<file path="src/hdl/fsa_pkg.sv">
`timescale 1ns / 1ps
// ----------------------------------------------------------------------------
// fsa_pkg
// Shared types, codes and defaults of the first-fit slot allocator.
// ----------------------------------------------------------------------------
package fsa_pkg;

    localparam int MEM_SLOTS_DEF      = 64;
    localparam int MAX_UNITS_DEF      = 16;
    localparam int UNIT_TAG_RADIX_DEF = 100;

    localparam int CFG_IDX_W  = 2;
    localparam int CFG_DATA_W = 7;

    localparam logic [CFG_IDX_W-1:0] CFG_MODE     = 2'd0;
    localparam logic [CFG_IDX_W-1:0] CFG_PAGE_LEN = 2'd1;

    localparam logic OP_ALLOC   = 1'b0;
    localparam logic OP_RELEASE = 1'b1;

    localparam logic [1:0] ST_PLACED   = 2'd0;
    localparam logic [1:0] ST_REJECTED = 2'd1;
    localparam logic [1:0] ST_RELEASED = 2'd2;

    typedef struct packed {
        logic       operation;
        logic [7:0] owner_id;
        logic [4:0] unit_count;
        logic [6:0] unit_length;
    } fsa_req_t;

    typedef struct packed {
        logic [1:0] status;
        logic [4:0] unit_number;
        logic [5:0] base_slot;
        logic [6:0] slots_freed;
        logic [6:0] free_after;
        logic       last;
    } fsa_rsp_t;

    typedef struct packed {
        logic [7:0] owner;
        logic [4:0] unit;
    } slot_entry_t;

endpackage

</file>
<file path="src/hdl/fsa_slot_mem.sv">
`timescale 1ns / 1ps
// ----------------------------------------------------------------------------
// fsa_slot_mem
// Slot store: one write port, one read port, registered read data.
// ----------------------------------------------------------------------------
module fsa_slot_mem
    import fsa_pkg::*;
#(
    parameter int DEPTH = MEM_SLOTS_DEF,
    parameter int AW    = $clog2(MEM_SLOTS_DEF)
) (
    input  logic              clk,
    input  logic              we,
    input  logic [AW-1:0]     waddr,
    input  slot_entry_t       wdata,
    input  logic              re,
    input  logic [AW-1:0]     raddr,
    output slot_entry_t       rdata
);

    slot_entry_t mem [DEPTH];

    always_ff @(posedge clk)
    begin
        if (we)
        begin
            mem[waddr] <= wdata;
        end
        if (re)
        begin
            rdata <= mem[raddr];
        end
    end

endmodule

</file>
<file path="src/hdl/first_fit_slot_allocator.sv">
`timescale 1ns / 1ps
// Sequence: allocate scans the slot store once, then writes back each unit's slots
//   with one result per unit; release scans the slot store once, then answers;
//   an allocate rejected on its fields alone answers without a scan.
// Throughput: one item at a time, set by the sweep over the slot store.
// Reset: async active low; afterwards a clearing pass writes every slot free,
//   during which no item is taken (configuration still is).
// ----------------------------------------------------------------------------
// first_fit_slot_allocator
// First-fit allocator of contiguous slot runs in paging or segmentation mode.
// ----------------------------------------------------------------------------
module first_fit_slot_allocator
    import fsa_pkg::*;
#(
    parameter int MEM_SLOTS      = MEM_SLOTS_DEF,
    parameter int MAX_UNITS      = MAX_UNITS_DEF,
    parameter int UNIT_TAG_RADIX = UNIT_TAG_RADIX_DEF
) (
    input  logic                  clk,
    input  logic                  rst_n,
    input  logic                  req_valid,
    output logic                  req_ready,
    input  fsa_req_t              req,
    output logic                  rsp_valid,
    input  logic                  rsp_ready,
    output fsa_rsp_t              rsp,
    input  logic                  cfg_valid,
    output logic                  cfg_ready,
    input  logic [CFG_IDX_W-1:0]  cfg_index,
    input  logic [CFG_DATA_W-1:0] cfg_data
);

    localparam int AW = $clog2(MEM_SLOTS);
    localparam int CW = $clog2(MEM_SLOTS + 1);
    localparam int IW = (MAX_UNITS > 1) ? $clog2(MAX_UNITS) : 1;
    localparam logic [AW-1:0] LAST_SLOT = AW'(MEM_SLOTS - 1);

    localparam logic [2:0] S_CLEAR  = 3'd0;
    localparam logic [2:0] S_IDLE   = 3'd1;
    localparam logic [2:0] S_SCAN   = 3'd2;
    localparam logic [2:0] S_COMMIT = 3'd3;
    localparam logic [2:0] S_EMIT   = 3'd4;

    logic [2:0]    state_reg, state_next;
    logic          mode_reg;
    logic [6:0]    plen_reg;
    fsa_req_t      item_reg, item_next;
    logic [6:0]    len_reg, len_next;
    logic [AW-1:0] ptr_reg, ptr_next;
    logic          iss_reg, iss_next;
    logic          pend_reg, pend_next;
    logic [AW-1:0] paddr_reg, paddr_next;
    logic [6:0]    run_reg, run_next;
    logic [4:0]    found_reg, found_next;
    logic [CW-1:0] total_reg, total_next;
    logic [CW-1:0] freed_reg, freed_next;
    logic [CW-1:0] free_reg, free_next;
    logic [4:0]    cu_reg, cu_next;
    logic [6:0]    wo_reg, wo_next;
    fsa_rsp_t      rsp_reg, rsp_next;
    logic          rsp_valid_reg, rsp_valid_next;
    fsa_rsp_t      hold_reg, hold_next;
    logic [AW-1:0] base_arr [MAX_UNITS];

    logic          base_we;
    logic [AW-1:0] base_wval;
    logic          mem_we, mem_re;
    logic [AW-1:0] mem_waddr;
    slot_entry_t   mem_wdata, mem_rdata;
    logic          out_free;
    logic [6:0]    req_len;
    logic          req_bad;
    logic [AW-1:0] cur_base;

    fsa_slot_mem #(
        .DEPTH (MEM_SLOTS),
        .AW    (AW)
    ) u_mem (
        .clk   (clk),
        .we    (mem_we),
        .waddr (mem_waddr),
        .wdata (mem_wdata),
        .re    (mem_re),
        .raddr (ptr_reg),
        .rdata (mem_rdata)
    );

    assign req_ready = (state_reg == S_IDLE);
    assign cfg_ready = 1'b1;
    assign rsp_valid = rsp_valid_reg;
    assign rsp       = rsp_reg;
    assign out_free  = !rsp_valid_reg || rsp_ready;
    assign cur_base  = base_arr[IW'(cu_reg)];

    assign req_len = mode_reg ? plen_reg : req.unit_length;
    assign req_bad = (req.owner_id == 8'd0) || (req.unit_count == 5'd0)
                  || (32'(req.unit_count) > 32'(MAX_UNITS))
                  || (32'(req.unit_count) >= 32'(UNIT_TAG_RADIX))
                  || (req_len == 7'd0) || (32'(req_len) > 32'(MEM_SLOTS));

    always_comb
    begin
        state_next     = state_reg;
        item_next      = item_reg;
        len_next       = len_reg;
        ptr_next       = ptr_reg;
        iss_next       = iss_reg;
        pend_next      = 1'b0;
        paddr_next     = paddr_reg;
        run_next       = run_reg;
        found_next     = found_reg;
        total_next     = total_reg;
        freed_next     = freed_reg;
        free_next      = free_reg;
        cu_next        = cu_reg;
        wo_next        = wo_reg;
        hold_next      = hold_reg;
        rsp_next       = rsp_reg;
        rsp_valid_next = rsp_ready ? 1'b0 : rsp_valid_reg;
        mem_we         = 1'b0;
        mem_re         = 1'b0;
        mem_waddr      = ptr_reg;
        mem_wdata      = '0;
        base_we        = 1'b0;
        base_wval      = '0;

        unique case (state_reg)
            S_CLEAR:
            begin
                mem_we = 1'b1;
                if (ptr_reg == LAST_SLOT)
                begin
                    ptr_next   = '0;
                    state_next = S_IDLE;
                end
                else
                begin
                    ptr_next = ptr_reg + 1'b1;
                end
            end
            S_IDLE:
            begin
                if (req_valid)
                begin
                    item_next  = req;
                    len_next   = req_len;
                    ptr_next   = '0;
                    iss_next   = 1'b1;
                    run_next   = '0;
                    found_next = '0;
                    total_next = '0;
                    freed_next = '0;
                    state_next = S_SCAN;
                    if (req.operation == OP_ALLOC && req_bad)
                    begin
                        hold_next  = '{ST_REJECTED, 5'd0, 6'd0, 7'd0, 7'(free_reg), 1'b1};
                        state_next = S_EMIT;
                    end
                end
            end
            S_SCAN:
            begin
                // issue reads one slot ahead of processing
                if (iss_reg)
                begin
                    mem_re     = 1'b1;
                    pend_next  = 1'b1;
                    paddr_next = ptr_reg;
                    if (ptr_reg == LAST_SLOT)
                    begin
                        iss_next = 1'b0;
                    end
                    else
                    begin
                        ptr_next = ptr_reg + 1'b1;
                    end
                end
                if (pend_reg)
                begin
                    if (item_reg.operation == OP_RELEASE)
                    begin
                        if (item_reg.owner_id != 8'd0 && mem_rdata.owner == item_reg.owner_id)
                        begin
                            mem_we     = 1'b1;
                            mem_waddr  = paddr_reg;
                            freed_next = freed_reg + 1'b1;
                        end
                        if (paddr_reg == LAST_SLOT)
                        begin
                            free_next  = free_reg + freed_next;
                            hold_next  = '{ST_RELEASED, 5'd0, 6'd0, 7'(freed_next),
                                           7'(free_reg + freed_next), 1'b1};
                            state_next = S_EMIT;
                        end
                    end
                    else
                    begin
                        // a placed run restarts the run count, so one sweep finds all units
                        if (found_reg != item_reg.unit_count)
                        begin
                            if (mem_rdata.owner != 8'd0)
                            begin
                                run_next = '0;
                            end
                            else if (7'(run_reg + 1'b1) == len_reg)
                            begin
                                base_we    = 1'b1;
                                base_wval  = AW'(32'(paddr_reg) + 32'd1 - 32'(len_reg));
                                found_next = found_reg + 1'b1;
                                total_next = CW'(32'(total_reg) + 32'(len_reg));
                                run_next   = '0;
                            end
                            else
                            begin
                                run_next = run_reg + 1'b1;
                            end
                        end
                        if (paddr_reg == LAST_SLOT)
                        begin
                            if (found_next == item_reg.unit_count)
                            begin
                                free_next  = free_reg - total_next;
                                cu_next    = '0;
                                wo_next    = '0;
                                state_next = S_COMMIT;
                            end
                            else
                            begin
                                hold_next  = '{ST_REJECTED, 5'd0, 6'd0, 7'd0,
                                               7'(free_reg), 1'b1};
                                state_next = S_EMIT;
                            end
                        end
                    end
                end
            end
            S_COMMIT:
            begin
                mem_we    = 1'b1;
                mem_waddr = AW'(32'(cur_base) + 32'(wo_reg));
                mem_wdata = '{item_reg.owner_id, 5'(cu_reg + 1'b1)};
                if (7'(wo_reg + 1'b1) == len_reg)
                begin
                    // hold on the unit's last slot until the output register frees
                    if (out_free)
                    begin
                        rsp_next       = '{ST_PLACED, 5'(cu_reg + 1'b1), 6'(cur_base), 7'd0,
                                           7'(free_reg),
                                           (5'(cu_reg + 1'b1) == item_reg.unit_count)};
                        rsp_valid_next = 1'b1;
                        wo_next        = '0;
                        cu_next        = cu_reg + 1'b1;
                        if (5'(cu_reg + 1'b1) == item_reg.unit_count)
                        begin
                            state_next = S_IDLE;
                        end
                    end
                end
                else
                begin
                    wo_next = wo_reg + 1'b1;
                end
            end
            S_EMIT:
            begin
                if (out_free)
                begin
                    rsp_next       = hold_reg;
                    rsp_valid_next = 1'b1;
                    state_next     = S_IDLE;
                end
            end
            default:
            begin
                state_next = S_IDLE;
            end
        endcase
    end

    always_ff @(posedge clk or negedge rst_n)
    begin
        if (!rst_n)
        begin
            state_reg     <= S_CLEAR;
            mode_reg      <= 1'b1;
            plen_reg      <= 7'd4;
            ptr_reg       <= '0;
            iss_reg       <= 1'b0;
            pend_reg      <= 1'b0;
            free_reg      <= CW'(MEM_SLOTS);
            rsp_valid_reg <= 1'b0;
        end
        else
        begin
            state_reg     <= state_next;
            ptr_reg       <= ptr_next;
            iss_reg       <= iss_next;
            pend_reg      <= pend_next;
            free_reg      <= free_next;
            rsp_valid_reg <= rsp_valid_next;
            if (cfg_valid)
            begin
                unique case (cfg_index)
                    CFG_MODE:     mode_reg <= cfg_data[0];
                    CFG_PAGE_LEN: plen_reg <= cfg_data;
                    default:      ;
                endcase
            end
        end
    end

    always_ff @(posedge clk)
    begin
        item_reg  <= item_next;
        len_reg   <= len_next;
        paddr_reg <= paddr_next;
        run_reg   <= run_next;
        found_reg <= found_next;
        total_reg <= total_next;
        freed_reg <= freed_next;
        cu_reg    <= cu_next;
        wo_reg    <= wo_next;
        hold_reg  <= hold_next;
        rsp_reg   <= rsp_next;
        if (base_we)
        begin
            base_arr[IW'(found_reg)] <= base_wval;
        end
    end

endmodule

</file>
<file path="config.mk">
export PLATFORM = sky130hd
export DESIGN_NAME = first_fit_slot_allocator
export DESIGN_NICKNAME = d
export VERILOG_FILES = /design/src/hdl/fsa_pkg.sv /design/src/hdl/fsa_slot_mem.sv /design/src/hdl/first_fit_slot_allocator.sv
export SDC_FILE = /design/constraint.sdc
export NUM_CORES = 1
export LEC_CHECK = 0
export BUFFER_PORTS_ARGS = -buffer_cell sky130_fd_sc_hd__buf_2
export CAP_MARGIN = 30
export CORE_ASPECT_RATIO = 1.5
export CORE_UTILIZATION = 66
export DETAILED_ROUTE_END_ITERATION = 16
export PLACE_DENSITY_LB_ADDON = 0.3
export SYNTH_ARGS = -nofsm -noshare
export SYNTH_HDL_FRONTEND = slang
export SYNTH_SLANG_ARGS = --single-unit
</file>
<file path="constraint.sdc">
create_clock -name clk -period 8.65 [get_ports clk]
set_input_delay 0.4325 -clock clk [delete_from_list [all_inputs] [get_ports clk]]
set_output_delay 0.4325 -clock clk [all_outputs]
set_load 0.01 [all_outputs]
</file>
==> results.cfg <==
[pwr]
clock_power_share = 0.287
net-switching-power_mw = 3.30
p_int_mw = 7.49
cellLeakagePower_nw = 12.0
power_density_nw_per_um2 = 307
p_seq_frac = 0.445
ir_drop_mv = 0.322
p_sw_frac = 0.306
combPwrFrac = 0.268

[finish]
stdcell_count = 2468
drive_gt1_frac = 0.232
largest_reg_flops = 512
mostFrequentLayoutCell = edfxtp_1
diodes = 0
syn_to_final_growth_pct = 10.7
final_util = 0.739
fin_nets = 1898
final_cell_mix = 725 x edfxtp_1, 197 x mux4_2, 161 x nor2_1
n_fill_cell = 2683

[sta]
final_hold_viol_count = 0
finalSetupTns_ps = 0
fin_hold_ws_ps = 16.8
setup_viol = 0
timing.fmax_mhz = 196
fin_crit_ps = 5110
rsz0062_at_grt = no
slew_viol_final = 0
final.setup_skew_ps = 30.5
period_share = 0.591
slew_headroom = 0.142
tightest_slew_ps = 1290
finalWorstSetupSlack_ps = 3540

[cts]
numCtsBuffers = 68
cts_tree = built
clkLatencyLatePin_ps = 630
cts_setup_buffers = 0
path_clk_slew_ps = 60
clockBufferDepth = 3
clockRootBuffer = clkbuf_16
htree_levels = 3
numClockSinks = 756

[synthesis]
netlist_instances = 1723
seq_area_frac_synth = 0.709
syn_nets = 1804
synth_edf_count = 725
postSynth.asyncResetShare = 0.0357
yosysUniqueCellTypes = 72
ys.warnings.count = 0
syn_area_um2 = 31800
yosys_register_bits = 756
yosys_most_used_dff = edfxtp_1
syn_avg_cell_area_um2 = 18.4

[global_route]
antenna_found_initial = 2
grt_max_degree = 133
grt-ovfl-total = 0
grt_pass1_wl_mm = 112
grt_pass1_vias = 17200
grt_usage = 0.323

[route]
vias = 16900
wl_per_cell_um = 30.9
dr.pass1.iters = 5
drc_errors = 0
vias_per_cell = 6.85
routed_wl_mm = 76.2
ant_nets = 0
drt_iter0_drc = 2046

[place]
io_buffers = 64
place.detailed.hpwl_mm = 47.0
dp.cells = 2338
gp_congestion = 0.908
post-place-ws_ps = 3680

[die]
core_area_um2 = 47600
die_area_um2 = 49100
rows = 98
initial_core_util = 0.668
die_height_um = 271
ios = 66
die_w_um = 181

[flow_run]
drv_cap = 0

[worst_setup_path]
cp-end-kind = register
cp.required_ps = 8890
worstSetupPathType = register to register
arrival_ps = 5350
crit_fanout = 24
cp-start-kind = register

[outcome]
status = finished, final reports clean

[min_path]
hp-class = input pin to register
## final timing paths
| kind | to | cells past startpoint | from | slack [ps] |
|---|---|---|---|---|
| max | u_mem.mem[30][11]$_DFFE_PP_ | 13 | register | 3540 |
| min | item_reg[10]$_DFFE_PP_ | 1 | req[10] | 20 |
| max reg2reg | u_mem.mem[30][11]$_DFFE_PP_ | 13 | register | 3540 |
| min reg2reg | plen_reg[3]$_DFFE_PN0P_ | 1 | plen_reg[3]$_DFFE_PN0P_ | 510 |
| max in group asynchronous | ptr_reg[0]$_DFFE_PN0P_ | 2 | rst_n | 7670 |
| min in group asynchronous | state_reg[1]$_DFFE_PN0P_ | 2 | rst_n | 420 |
## synthesized netlist by cell type, drive strengths merged (5+ instances only)
master,number,share of area
a21o,9,0.0021
a21oi,30,0.0050
a2bb2oi,6,0.0017
and2,12,0.0024
and3,26,0.0051
buf,27,0.0045
clkbuf,46,0.0054
dfrtp,24,0.019
edfxtp,725,0.68
fa,5,0.0031
ha,41,0.016
inv,38,0.0045
mux2,20,0.0071
mux2i,14,0.0044
mux4,197,0.14
nand2,67,0.0079
nand2b,10,0.0020
nand3,20,0.0033
nand4,6,0.0012
nor2,163,0.019
nor2b,18,0.0035
nor3,22,0.0035
nor4,11,0.0026
o21ai,25,0.0039
o22ai,5,0.0012
o31ai,6,0.0014
xnor2,45,0.012
xnor3,5,0.0035
xor2,35,0.0099
## worst max-delay path, stage by stage (launching register included)
cell	delay, ps
dfxtp_1	310
buf_4	390
mux4_2	550
mux4_2	530
ha_1	250
fa_1	410
a21o_1	190
a21oi_1	190
xor2_1	90
o22ai_1	380
a22oi_1	180
nor2_1	240
nand2_1	320
nor2_1	690
## stage by stage
stage                     total power [mW]  cell area, µm²
after global placement                7.58           32700
after floorplan                       6.69           31800
after global routing                  11.1           35200
final                                 10.8           35200
after CTS                             10.8           35200
after detailed placement              7.68           32800
## power groups by stage
stage                     Combinational, mW  Sequential, mW  Clock (mW)
after floorplan                        2.00            4.69           0
after global placement                 2.73            4.85           0
after detailed placement               2.83            4.85           0
after CTS                              2.87            4.79        3.13
after global routing                   3.03            4.81        3.24
final                                  2.90            4.80        3.10
## per-layer routing
metal / global-route usage / vias up / part of all wire
met5: 0 / - / 0.00028
met4: 0.196 / 4 / 0.063
li1: - / 7041 / -
met3: 0.0486 / 246 / 0.074
met2: 0.567 / 1020 / 0.54
met1: 0.376 / 8598 / 0.33
## cell type report
class / count / area [µm²] / area share
Inverter: 40 / 150 / 0.00427
Sequential cell: 756 / 22500 / 0.641
Clock inverter: 37 / 428 / 0.0122
Multi-Input combinational cell: 854 / 8820 / 0.251
Clock buffer: 84 / 1850 / 0.0525
Tap cell: 600 / 751 / 0.0213
Timing Repair Buffer: 97 / 643 / 0.0183
## kinds of logic (layout without fill, tap and decap cells)
family | count (synthesis) | in the layout | share of synthesized area
muxes | 231 | 231 | 0.151
AOI/OAI and AO/OA | 122 | 122 | 0.0263
and+or+nand+nor | 369 | 369 | 0.0540
adders and majority gates | 46 | 46 | 0.0193
other | 1 | 1 | 0.000118
DFF | 756 | 756 | 0.709
xor gates and xnor gates | 85 | 85 | 0.0258
buffers and inverters | 113 | 258 | 0.0146
## timing repair
action                                 CTS  global route
endpoints found under the hold margin   30             0
gates resized for setup                  0             0
hold buffers                             7             0
Power figures use the tool's default switching activity.
